$ cat config.mk
export PLATFORM = sky130hd
export DESIGN_NAME = wcq_cell
export DESIGN_NICKNAME = d
export VERILOG_FILES = /design/src/rtl/wcq_pkg.sv /design/src/rtl/wcq_cell.sv
export SDC_FILE = /design/constraint.sdc
export NUM_CORES = 1
export LEC_CHECK = 0
export ABC_AREA = 1
export BUFFER_PORTS_ARGS = -buffer_cell sky130_fd_sc_hd__buf_2
export CORE_AREA = 5 5 271 273
export DETAILED_ROUTE_END_ITERATION = 10
export DIE_AREA = 0 0 276 278
export GPL_TIMING_DRIVEN = 0
export HOLD_SLACK_MARGIN = 0.03
export MAX_ROUTING_LAYER = met4
export PLACE_DENSITY = 0.41
export RECOVER_POWER = 50
export SYNTH_ARGS = -nofsm -noshare
export SYNTH_HDL_FRONTEND = slang
export SYNTH_SLANG_ARGS = --single-unit
$ cat constraint.sdc
create_clock -name clk -period 16.05 [get_ports clk]
set_clock_uncertainty 0.05 [all_clocks]
set_input_delay 3.21 -clock clk [delete_from_list [all_inputs] [get_ports clk]]
set_output_delay 3.21 -clock clk [all_outputs]
set_load 0.05 [all_outputs]
$ cat src/rtl/wcq_pkg.sv
package wcq_pkg;

    localparam logic [1:0] MODE_WRITE = 2'd0;
    localparam logic [1:0] MODE_DRAIN = 2'd1;
    localparam logic [1:0] MODE_LOOKUP = 2'd2;
    localparam logic [1:0] MODE_FLUSH = 2'd3;

    localparam logic REG_MAX_BYTES = 1'b0;
    localparam logic REG_CACHE_EN = 1'b1;

    localparam int KEY_W = 131;
    localparam int SUM_W = 48;
    localparam logic [35:0] BUDGET_RESET = 36'd268435456;
    localparam logic [35:0] M36 = 36'hF_FFFF_FFFF;

    typedef struct packed {
        logic [63:0] key_hi;
        logic [63:0] key_lo;
        logic [2:0]  level;
        logic [15:0] handle;
        logic [7:0]  preset;
        logic [31:0] nbytes;
    } wcq_entry_t;

    // Command broadcast to every cell in a cycle
    typedef struct packed {
        logic shift;     // advance toward the head (cell i takes cell i+1)
        logic load;      // cell at load_idx takes the new entry
        logic update;    // matched cell takes handle, preset, size
    } wcq_ctl_t;

endpackage

$ cat src/rtl/wcq_cell.sv
module wcq_cell
    import wcq_pkg::*;
(
    input  logic       clk,
    input  wcq_ctl_t   ctl,
    input  logic       load_here,
    input  logic       is_match_upd,
    input  wcq_entry_t new_entry,
    input  wcq_entry_t neighbor,
    input  logic [2:0] cmp_level,
    input  logic [63:0] cmp_hi,
    input  logic [63:0] cmp_lo,
    output wcq_entry_t entry,
    output logic       key_eq
);

    wcq_entry_t entry_reg;

    assign entry = entry_reg;
    assign key_eq = (entry_reg.key_hi == cmp_hi) && (entry_reg.key_lo == cmp_lo)
        && (entry_reg.level == cmp_level);

    // Hold, shift from the neighbor, load or update in place
    always_ff @(posedge clk)
    begin
        if (load_here)
        begin
            entry_reg <= new_entry;
        end
        else if (ctl.update && is_match_upd)
        begin
            entry_reg.handle <= new_entry.handle;
            entry_reg.preset <= new_entry.preset;
            entry_reg.nbytes <= new_entry.nbytes;
        end
        else if (ctl.shift)
        begin
            entry_reg <= neighbor;
        end
    end

endmodule
==> metrics.txt <==
first-pass GRT wire length 86.82 mm; mux share of post-synthesis cell area 0%; DR pass1 iterations 5; most area-consuming cells after synthesis edfxtp_1 55%, nand2_1 28%, inv_1 4.1%; Final Cell Area 15480 sq um; critical-path maximum fanout 2; fraction of the mapped netlist area in simple logic gates 31.93%; total CTS buffers 17; period utilization about half; Worst Path Arrival 4.93 ns; worst endpoint required time ~13 ns; largest net degree at the start of global routing 57; XOR/XNOR share of the synthesized area around 5.5%; Worst-Margin Slew ~1.5 ns; Netlist Area Pre-Place 10160 sq um; antenna-violating nets left 0; core area a little over 70000 sq um; Hold Path Class primary input to flop; critical path endpoint category output pin; Slew headroom -2.401%; largest family of logic cells by synthesized area simple AND/OR/NAND/NOR gates; port buffer count 696; CTS Sinks 187; outcome finished with violations; initial antenna violation count 34; Yosys reg bits 187; hold_buf cts 0; Area growth syn-to-layout 52.33%; max-cap violations 2; Fin Hold WS about 2.9 ns; final hold vios 0; sequential element share of the synthesized area a little under three fifths; Fmax between 100 and 150 MHz; Slowest-stage cell, CP nor2_1; Via density 3.715; most frequent cells in the layout 766 x nand2_1, 602 x buf_2, 187 x edfxtp_1; violated checks capacitance limit, slew limit; Hold Crit Start new_entry[29]; nets 2514; Distinct cells, synth 16; sequential cell area approximately 5600 sq um; worst vdd ir around 0.000057 V; syn nets approximately 1800; CP max stage delay 0.35 ns; postcts setup bufs 0; Ys Warns 0; commonest non-fill, non-tap cell in the layout nand2_1; CTS tree done; io pins approximately 700; max reg flops 187; leakage 7.945 nW; fin. max-slew vios 21; GRT Total Usage approximately 16%; gr ovfl total 0; Yosys top cell by area edfxtp_1; PD cells about 110 nW/um^2; critical-path cell list buf_2 > inv_1 > nand2_1 > nand2_1 > nor2_1 > nand2_1 > nor2_1 > nand2_1 > nor2_1 > nand3_1 > nor2_1 > buf_2; Critical path origin cmp_hi[60]; GPL Wtd Cong 0.8845; DR iter-0 viols about 640; syn avg cell area 7.932 sq um; RSZ-0062 raised after global routing false; row cnt 98; cts repair resizes 0; post-synthesis compound-gate area fraction 0.7388%; CTS Buffer Depth 2; Initial Utilization 14.34%; Reg clk slew, reported paths 0.09 ns; Die X roughly 280 um; fill count just over 8000; final setup vio count 0; Critical Path Source Type primary input; final WL 63.88 mm; Multi-input gate area 3880 sq um; via count between 10000 and 15000; dpl hpwl 54.54 mm; fraction of layout cells with a size suffix above 1 between 30% and 40%; H-tree Lvls 4; DRC viols 0; die area 76730 sq um; WL/cell 21.38 um; vias in the first global route 11680; Die H 278 um; CTS Root Cell clkbuf_16; post-synthesis adder-cell area fraction 0%; post-route minimum period 8.195 ns; WS Path Type primary input to output pin; placed cell area roughly 15000 sq um; area share of the largest cell type after synthesis roughly 55%; setup TNS 0 ns; Gate Count Post-Synth roughly 1300
-- worst paths after layout --
check | to | depth (start not counted)
max | key_eq | 12
min | entry[29] | 3
-- metrics by stage --
step	setup slack (ns)	total power [mW]	utilization (%)	std cells
2_1_floorplan	2.714	0.9765	-	1281
3_3_place_gp	-4.604	1.193	20.93	2927
3_5_place_dp	7.591	1.187	21.17	2934
4_1_cts	7.580	1.681	22.06	2966
5_1_grt	7.586	1.716	21.84	2987
6_report	7.855	1.637	21.84	2988
-- synth_stat cells --
cell / instances
o21ai_1: 1
nand3_1: 3
edfxtp_1: 187
inv_2: 2
buf_6: 5
buf_2: 22
xnor2_1: 43
xor2_1: 21
nand2_1: 767
inv_1: 112
nor2_1: 85
o21ai_0: 14
buf_4: 5
nor2_4: 1
clkbuf_1: 9
nor3_1: 4
-- cells by family after synthesis --
group,count (synthesis)
XOR/XNOR,64
flip-flops,187
buffers and inverters,155
AO/OA/AOI/OAI,15
AND/OR/NAND/NOR,860
-- layer usage --
layer	vias to the layer above	wire, um	GRT usage, %
met4	0	2071	6.889
met5	-	0	-
met3	82	5344	6.006
li1	5403	-	-
met2	567	32560	28.31
met1	5048	23900	17.05
-- worst max-delay path: cells and delay by family --
kind / cells / cell delay [ns]
simple gates: 9 / 1.29
buf+inv: 3 / 0.42
-- power by group --
group	leakage, nW	switching [mW]	internal [mW]	total [mW]
Sequential	1.92	0.0444	0.608	0.653
Combinational	5.73	0.375	0.130	0.505
Clock	0.304	0.240	0.239	0.479
Total	7.95	0.659	0.977	1.64
-- layout make-up --
class	count	area share (%)
Inverter	114	2.765
Clock buffer	17	2.748
Multi-Input combinational cell	939	25.07
Buffer	41	1.140
Antenna cell	22	0.3557
Clock inverter	15	1.326
Tap cell	950	7.679
Timing Repair Buffer	703	22.64
Sequential cell	187	36.28
Power figures use the tool's default switching activity.
